===== config.mk =====
export PLATFORM = sky130hd
export DESIGN_NAME = image_row_subsample_downscaler_unit
export DESIGN_NICKNAME = d
export VERILOG_FILES = /design/src/rtl/irsd_pkg.sv /design/src/rtl/irsd_step.sv /design/src/rtl/image_row_subsample_downscaler_unit.sv
export SDC_FILE = /design/constraint.sdc
export NUM_CORES = 2
export LEC_CHECK = 0
export BUFFER_PORTS_ARGS = -buffer_cell sky130_fd_sc_hd__buf_2
export CAP_MARGIN = 10
export CORE_UTILIZATION = 60
export DETAILED_ROUTE_END_ITERATION = 16
export GPL_TIMING_DRIVEN = 0
export PLACE_DENSITY = 0.85
export SYNTH_ARGS = -nofsm -noshare
export SYNTH_HDL_FRONTEND = slang
export SYNTH_HIERARCHICAL = 1
export SYNTH_SLANG_ARGS = --single-unit

===== constraint.sdc =====
create_clock -name i_clk -period 40.2 [get_ports i_clk]
set_input_delay 2.01 -clock i_clk [delete_from_list [all_inputs] [get_ports i_clk]]
set_output_delay 2.01 -clock i_clk [all_outputs]
set_load 0.005 [all_outputs]

===== src/rtl/irsd_pkg.sv =====
// Package for the image row subsample downscaler.
// Holds the transaction payload types, step state, register codes and reset values.
// No dependencies.
package irsd_pkg;

    // Field widths
    localparam int CHAN_W   = 8;
    localparam int CFG_W    = 13;
    localparam int CFG_IDX_W = 2;
    localparam int IDX_W    = 12;
    localparam int SUM_W    = 10;
    localparam int HREM_W   = 16;
    localparam int CNT_W    = 13;
    localparam int SPL_W    = 2;

    // Configuration register indexes
    typedef enum logic [CFG_IDX_W-1:0] {
        REG_SOURCE_WIDTH  = 2'd0,
        REG_SOURCE_HEIGHT = 2'd1,
        REG_TARGET_WIDTH  = 2'd2,
        REG_TARGET_HEIGHT = 2'd3
    } t_cfg_reg;

    // Register reset values
    localparam logic [CFG_W-1:0] RST_SOURCE_WIDTH  = 13'd640;
    localparam logic [CFG_W-1:0] RST_SOURCE_HEIGHT = 13'd480;
    localparam logic [CFG_W-1:0] RST_TARGET_WIDTH  = 13'd64;
    localparam logic [CFG_W-1:0] RST_TARGET_HEIGHT = 13'd64;

    // Reciprocal of three for sums up to 765: floor(x*683 / 2048) == floor(x/3)
    localparam logic [SUM_W-1:0] RECIP3     = 10'd683;
    localparam int               RECIP3_SH  = 11;
    localparam logic [SPL_W-1:0] SAMPLES_PER_PIXEL = 2'd3;

    typedef struct packed {
        logic [CHAN_W-1:0] chan_first;
        logic [CHAN_W-1:0] chan_second;
        logic [CHAN_W-1:0] chan_third;
    } t_in_item;

    typedef struct packed {
        logic [CHAN_W-1:0] avg_of_third;
        logic [CHAN_W-1:0] avg_of_second;
        logic [CHAN_W-1:0] avg_of_first;
        logic [IDX_W-1:0]  out_column;
        logic [IDX_W-1:0]  out_row;
        logic              frame_done;
    } t_out_item;

    typedef struct packed {
        logic [CFG_W-1:0] source_width;
        logic [CFG_W-1:0] source_height;
        logic [CFG_W-1:0] target_width;
        logic [CFG_W-1:0] target_height;
    } t_cfg;

    typedef struct packed {
        logic [CNT_W-1:0]  src_column;
        logic [CNT_W-1:0]  src_row;
        logic [CNT_W-1:0]  dst_column;
        logic [CNT_W-1:0]  dst_row;
        logic [SPL_W-1:0]  sample_in_pixel;
        logic [HREM_W-1:0] horiz_remainder;
        logic [CFG_W-1:0]  vert_remainder;
        logic [SUM_W-1:0]  sum_first;
        logic [SUM_W-1:0]  sum_second;
        logic [SUM_W-1:0]  sum_third;
    } t_state;

endpackage


===== src/rtl/irsd_step.sv =====
// Per-pixel step logic of the downscaler: size clamping, three-sample box
// accumulation, remainder stepping and row/frame wrap. Depends on irsd_pkg.
module irsd_step #(
    parameter int MAX_DIM = 4096
) (
    input  irsd_pkg::t_cfg      i_cfg,
    input  irsd_pkg::t_state    i_state,
    input  irsd_pkg::t_in_item  i_pixel,
    output irsd_pkg::t_state    o_state,
    output logic                o_emit,
    output irsd_pkg::t_out_item o_result
);
    import irsd_pkg::*;

    // Largest size a 13-bit register can express after clamping
    localparam int CFG_MAX  = (1 << CFG_W) - 1;
    localparam int DIM_CLIP = (MAX_DIM > CFG_MAX) ? CFG_MAX : MAX_DIM;

    function automatic logic [CFG_W-1:0] clamp_dim(input logic [CFG_W-1:0] v);
        logic [CFG_W-1:0] r;
        r = v;
        if (v == '0) r = CFG_W'(1);
        else if (v > CFG_W'(DIM_CLIP)) r = CFG_W'(DIM_CLIP);
        return r;
    endfunction

    logic [CFG_W-1:0]    sw, sh, tw, th, tw_c, th_c;
    logic [CFG_W+1:0]    span;
    logic                row_active;
    logic                go;
    logic [HREM_W:0]     hr;
    logic [SPL_W-1:0]    spl;
    logic [SUM_W-1:0]    s1, s2, s3;
    logic [SUM_W-1:0]    e1, e2, e3;
    logic [CNT_W-1:0]    dcol, ecol;
    logic [2*SUM_W-1:0]  q1, q2, q3;
    logic [CFG_W:0]      vr_sum;

    always_comb begin
        sw   = clamp_dim(i_cfg.source_width);
        sh   = clamp_dim(i_cfg.source_height);
        tw_c = clamp_dim(i_cfg.target_width);
        th_c = clamp_dim(i_cfg.target_height);
        tw   = (tw_c > sw) ? sw : tw_c;
        th   = (th_c > sh) ? sh : th_c;
        span = (CFG_W+2)'({tw, 1'b0}) + (CFG_W+2)'(tw);
        row_active = (i_state.dst_row < th) && (i_state.vert_remainder < th);

        o_state = i_state;
        o_emit  = 1'b0;
        go   = row_active;
        hr   = (HREM_W+1)'(i_state.horiz_remainder);
        spl  = i_state.sample_in_pixel;
        s1   = i_state.sum_first;
        s2   = i_state.sum_second;
        s3   = i_state.sum_third;
        dcol = i_state.dst_column;
        e1   = '0;
        e2   = '0;
        e3   = '0;
        ecol = '0;

        // Up to three samples of the box filter land on one source pixel
        for (int k = 0; k < 3; k++) begin
            if (go && (dcol < tw) && (hr < (HREM_W+1)'(span))) begin
                s1  = s1 + SUM_W'(i_pixel.chan_first);
                s2  = s2 + SUM_W'(i_pixel.chan_second);
                s3  = s3 + SUM_W'(i_pixel.chan_third);
                spl = spl + SPL_W'(1);
                hr  = hr + (HREM_W+1)'(sw);
                if (spl == SAMPLES_PER_PIXEL) begin
                    o_emit = 1'b1;
                    e1   = s1;
                    e2   = s2;
                    e3   = s3;
                    ecol = dcol;
                    dcol = dcol + CNT_W'(1);
                    spl  = '0;
                    s1   = '0;
                    s2   = '0;
                    s3   = '0;
                end
            end else begin
                go = 1'b0;
            end
        end

        // Divide the box sums by three
        q1 = e1 * RECIP3;
        q2 = e2 * RECIP3;
        q3 = e3 * RECIP3;
        o_result.avg_of_first  = CHAN_W'(q1 >> RECIP3_SH);
        o_result.avg_of_second = CHAN_W'(q2 >> RECIP3_SH);
        o_result.avg_of_third  = CHAN_W'(q3 >> RECIP3_SH);
        o_result.out_column    = ecol[IDX_W-1:0];
        o_result.out_row       = i_state.dst_row[IDX_W-1:0];
        o_result.frame_done    = ((CNT_W+1)'(ecol) + (CNT_W+1)'(1) == (CNT_W+1)'(tw)) &&
                                 ((CNT_W+1)'(i_state.dst_row) + (CNT_W+1)'(1)
                                  == (CNT_W+1)'(th));

        // Advance horizontal state only on a row that feeds output
        if (row_active) begin
            o_state.sample_in_pixel = spl;
            o_state.sum_first       = s1;
            o_state.sum_second      = s2;
            o_state.sum_third       = s3;
            o_state.dst_column      = dcol;
            if (hr >= (HREM_W+1)'(span))
                o_state.horiz_remainder = HREM_W'(hr - (HREM_W+1)'(span));
            else
                o_state.horiz_remainder = '0;
        end

        // Row and frame wrap
        vr_sum = (CFG_W+1)'(i_state.vert_remainder) + (CFG_W+1)'(sh) - (CFG_W+1)'(th);
        if ((CNT_W+1)'(i_state.src_column) + (CNT_W+1)'(1) >= (CNT_W+1)'(sw)) begin
            if (row_active) begin
                o_state.vert_remainder = CFG_W'(vr_sum);
                o_state.dst_row        = i_state.dst_row + CNT_W'(1);
            end else if (i_state.vert_remainder >= th) begin
                o_state.vert_remainder = i_state.vert_remainder - th;
            end else begin
                o_state.vert_remainder = '0;
            end
            o_state.src_column      = '0;
            o_state.dst_column      = '0;
            o_state.sample_in_pixel = '0;
            o_state.horiz_remainder = '0;
            o_state.sum_first       = '0;
            o_state.sum_second      = '0;
            o_state.sum_third       = '0;
            if ((CNT_W+1)'(i_state.src_row) + (CNT_W+1)'(1) >= (CNT_W+1)'(sh)) begin
                o_state.src_row        = '0;
                o_state.dst_row        = '0;
                o_state.vert_remainder = '0;
            end else begin
                o_state.src_row = i_state.src_row + CNT_W'(1);
            end
        end else begin
            o_state.src_column = i_state.src_column + CNT_W'(1);
        end
    end

endmodule


===== src/rtl/image_row_subsample_downscaler_unit.sv =====
// Usage notes
// Streaming frame downscaler. Source pixels (three byte channels) enter in
// raster order on the input valid/ready channel, one transaction per pixel.
// Each output row takes one source row; each output pixel is the truncated
// mean of three row samples, with channels leaving in reversed order.
// Results leave on the output valid/ready channel with column, row and a
// frame_done flag on the last pixel of the frame. Source pixels that feed no
// output only advance the counters.
// Sizes are written on the configuration channel (index 0..3: source width,
// source height, target width, target height) while no pixel is in flight;
// it is always ready.
// A pixel accepted into the input register passes the combinational step; its
// result, if any, is loaded into the result register and shown on o_out_valid.
// The unit takes one pixel per cycle while the result register can take a value.
// When the receiver stalls with a result held, the step stops and the input
// register holds one more pixel; o_in_ready then drops until drained.
// Reset (i_rst_n low, synchronous) empties both registers, clears counters
// and remainders and restores the default sizes 640x480 to 64x64.
module image_row_subsample_downscaler_unit #(
    parameter int MAX_DIM = 4096
) (
    input  logic                          i_clk,
    input  logic                          i_rst_n,
    input  logic                          i_in_valid,
    output logic                          o_in_ready,
    input  irsd_pkg::t_in_item            i_in_data,
    output logic                          o_out_valid,
    input  logic                          i_out_ready,
    output irsd_pkg::t_out_item           o_out_data,
    input  logic                          i_cfg_valid,
    output logic                          o_cfg_ready,
    input  logic [irsd_pkg::CFG_IDX_W-1:0] i_cfg_index,
    input  logic [irsd_pkg::CFG_W-1:0]    i_cfg_data
);
    import irsd_pkg::*;

    t_cfg      r_cfg;
    t_state    r_state, n_state;
    t_in_item  r_in;
    logic      r_in_valid;
    t_out_item r_out, n_out;
    logic      r_out_valid;
    logic      step_emit;
    logic      advance;

    // Step advances when the input register holds a pixel and the result register can take a new value
    assign advance     = r_in_valid && (!r_out_valid || i_out_ready);
    assign o_in_ready  = !r_in_valid || advance;
    assign o_cfg_ready = 1'b1;
    assign o_out_valid = r_out_valid;
    assign o_out_data  = r_out;

    // Configuration registers
    always_ff @(posedge i_clk) begin
        if (!i_rst_n) begin
            r_cfg.source_width  <= RST_SOURCE_WIDTH;
            r_cfg.source_height <= RST_SOURCE_HEIGHT;
            r_cfg.target_width  <= RST_TARGET_WIDTH;
            r_cfg.target_height <= RST_TARGET_HEIGHT;
        end else if (i_cfg_valid) begin
            case (t_cfg_reg'(i_cfg_index))
                REG_SOURCE_WIDTH:  r_cfg.source_width  <= i_cfg_data;
                REG_SOURCE_HEIGHT: r_cfg.source_height <= i_cfg_data;
                REG_TARGET_WIDTH:  r_cfg.target_width  <= i_cfg_data;
                REG_TARGET_HEIGHT: r_cfg.target_height <= i_cfg_data;
                default: ;
            endcase
        end
    end

    // Input register
    always_ff @(posedge i_clk) begin
        if (!i_rst_n) begin
            r_in_valid <= 1'b0;
        end else if (o_in_ready) begin
            r_in_valid <= i_in_valid;
        end
    end

    always_ff @(posedge i_clk) begin
        if (i_in_valid && o_in_ready) begin
            r_in <= i_in_data;
        end
    end

    irsd_step #(
        .MAX_DIM(MAX_DIM)
    ) u_step (
        .i_cfg   (r_cfg),
        .i_state (r_state),
        .i_pixel (r_in),
        .o_state (n_state),
        .o_emit  (step_emit),
        .o_result(n_out)
    );

    // Step state
    always_ff @(posedge i_clk) begin
        if (!i_rst_n) begin
            r_state <= '0;
        end else if (advance) begin
            r_state <= n_state;
        end
    end

    // Result register: load on a produced result, drop when taken
    always_ff @(posedge i_clk) begin
        if (!i_rst_n) begin
            r_out_valid <= 1'b0;
        end else if (advance) begin
            r_out_valid <= step_emit;
        end else if (i_out_ready) begin
            r_out_valid <= 1'b0;
        end
    end

    always_ff @(posedge i_clk) begin
        if (advance && step_emit) begin
            r_out <= n_out;
        end
    end

`ifndef SYNTHESIS
    a_sample_range: assert property (@(posedge i_clk) disable iff (!i_rst_n)
        r_state.sample_in_pixel != SAMPLES_PER_PIXEL)
        else $error("sample counter reached a full pixel without emitting");

    a_sum_bound: assert property (@(posedge i_clk) disable iff (!i_rst_n)
        (r_state.sum_first <= SUM_W'(510)) && (r_state.sum_second <= SUM_W'(510)) &&
        (r_state.sum_third <= SUM_W'(510)))
        else $error("partial box sum exceeds two samples");

    a_stall_cause: assert property (@(posedge i_clk) disable iff (!i_rst_n)
        !o_in_ready |-> (r_in_valid && r_out_valid && !i_out_ready))
        else $error("input stalled without a held result");

    a_result_source: assert property (@(posedge i_clk) disable iff (!i_rst_n)
        $rose(o_out_valid) |-> $past(r_in_valid))
        else $error("result appeared without a pixel in the step");
`endif

endmodule


==> metrics.txt <==
status=complete, no violations; #FFs+latches synth=240; CP endpoint kind=flop; antenna-violating nets left=0; sequential fraction of the synthesis area=between 10% and 20%; family with the most delay on the worst path=compound AO/OA/AOI/OAI gates; CP max FO=11; number of synthesized flops with an enable pin=73; max incr delay on CP=~1100 ps; area share of the largest cell type after synthesis=19.7%; hold depth=2; Worst Path Buf+Inv=16; Synth area leader=ha_1; Iter 0 DRT Violations=just over 3000; most frequent cell after synthesis=nand2_1; Worst IR Drop VDD=between 0.05 and 0.06 mV; critical path class=reg2reg; R2R Path End=o_out_data[48]; die footprint=slightly above 50000 um2; syn avg cell area=between 8 and 9 um2; worst hold start=r_state[56]; CTS HTree Levels=1; DPL Wire Length=between 70000 and 80000 um; Tot GR Track Use=between 30% and 40%; setup bufs post-CTS=0; root cell of the clock tree=clkbuf_16; largest net degree at the start of global routing=31; Max Transition Viols Final=0; Worst slew margin=a little under an eighth; fin util=65.6%; CP max-delay cell=mux2i_1; WL/cell=approximately 20 um; die height=roughly 230 um; Core Area=50100 um2; insertion delay to the later sink of the worst-skew pair=590 ps; hold_buf cts=0; IO Pins=96; Slew @ Worst Pin=between 1000 and 1500 ps; DR vias=around 29000; initial antenna violation count=0; Most used DFF post-synth=dfxtp_1; clk sinks=240; total chip power=about 3.0 mW; Max clock buf depth=3; R2R Setup Slk=~15000 ps; die width=around 230 um; synth warn=6; RSZ-0062 raised after global routing=no; most common library cells after synthesis=536 x nand2_1, 479 x ha_1, 321 x inv_1; Post-route DRC=0; CTS tree=yes; Setup Viol. Count Final=0; GRT overflow=0; Startpoint Class=flop; Hold WC Path Type=reg2reg; # diodes=0; reg2reg start=r_cfg[51]; cells after synthesis=about 3700; # port buffers=93; first-pass GRT wire length=between 100000 and 150000 um; Yosys cell types=99; vias in the first global route=27200; drt via density=approximately 6.3; max_cap viols=0; syn_nets=around 4400; PostCTS Resize Cnt=0; final period utilization=slightly above 60%; Leak Pwr=around 16 nW; post-layout net count=roughly 4500; FMAX=~40 MHz; PD cells=just over 90 nW/um2; top post-synthesis cells by area=ha_1 20%, dfxtp_1 11%, edfxtp_1 7.2%, nand2_1 6.6%, fa_1 5.7%; Synth async-reset ratio=0%; Hold Path Sink=r_state[56]; first-pass iteration count of the detailed router=6; Setup Total Neg Slack=0 ps; final WL=93400 um; WP data required=slightly above 40000 ps; r2r worst-path depth=80; Fin. Hold Viols=0; row cnt=82; gpl congestion=about 1.0; Initial Utilization=about three fifths; Clock Skews=14.9 ps; Synth Cell Area=30500 um2; Period minus WS final=between 20000 and 30000 ps; number of CTS-inserted buffers=31; layout cells sized above 1=a little over 6%; Clock transition at path regs=approximately 70 ps; Critical Path AT=25360 ps; Layout area overhead=7.85%
kinds of logic after synthesis:
kind of cell	count (synthesis)	synth area share, %
AND/OR/NAND/NOR	1142	17.4
flip-flops	240	18.2
XOR/XNOR	291	8.55
other	1	0.0123
AO/OA/AOI/OAI	855	18.1
adder cells (fa/ha/maj)	572	25.6
multiplexers	169	5.64
buffers and inverters	478	6.46
per-stage QoR:
stage / worst slack (ps) / std cells / hold slack (ps) / area [um2]
floorplan: 22840 / 3748 / 434 / 30500
global placement: 16630 / 4513 / 443 / 31800
detailed placement: 16290 / 4515 / 462 / 31800
CTS: 16090 / 4570 / 472 / 32800
global route: 14100 / 4571 / 485 / 32800
finish: 15180 / 4571 / 475 / 32800
routing by layer:
metal / global-route usage, % / vias to the layer above / share of wire (%)
li1: - / 13500 / -
met1: 46.7 / 13400 / 40
met2: 57.7 / 1578 / 44
met3: 6.03 / 338 / 10
met4: 17.0 / 0 / 5.2
met5: 0 / - / 0
final cells by class:
cell class / instances / area [um2]
clock inverter: 13 / 123
clock buffer: 42 / 898
inverter: 325 / 1220
fill: 4189 / 17200
tap: 672 / 841
timing repair buffer: 96 / 520
multi-input combinational: 3030 / 23000
buffer: 153 / 747
sequential: 240 / 5540
worst max path at each step:
| stage | slack, ps | to | start | cells after the start |
|---|---|---|---|---|
| CTS | 16090 | o_out_data[48] | r_cfg[51] | 80 |
| detailed placement | 16290 | o_out_data[48] | r_cfg[51] | 80 |
| global route | 14100 | o_out_data[48] | r_cfg[51] | 81 |
| floorplan | 22840 | o_out_data[48] | r_cfg[51] | 83 |
| global placement | 16630 | o_out_data[48] | r_cfg[51] | 80 |
| finish | 15180 | o_out_data[48] | r_cfg[51] | 80 |
where the power goes:
group	internal [mW]	switching, mW	leakage (nW)	total [mW]
Clock	0.168	0.117	0.502	0.285
Combinational	0.917	1.46	13.1	2.37
Sequential	0.303	0.0210	2.03	0.324
registers in the layout, summed over array words and instances (netlist names):
signal,flops
o_out_data,49
o_out_valid,1
r_cfg,52
r_in,24
r_in_valid,1
r_state,113
cell usage in the layout, fill, tap and decap left out, types with 73 or more instances in the layout:
| cell type | count |
|---|---|
| ha_1 | 479 |
| nand3_1 | 111 |
| xor2_1 | 99 |
| dfxtp_1 | 167 |
| edfxtp_1 | 73 |
| a21o_1 | 78 |
| xnor2_1 | 187 |
| nor2_1 | 169 |
| a21oi_1 | 225 |
| buf_2 | 108 |
| inv_1 | 321 |
| clkbuf_1 | 102 |
| fa_1 | 87 |
| nand2_1 | 536 |
| mux2i_1 | 156 |
| o21ai_0 | 192 |
tightest hold or removal path: cells and delay by family (launching register included):
family        cells  cell delay (ps)
mux               1               60
simple gates      1               60
flops             1              310
Note: power is estimated with default switching activity, not from simulation.
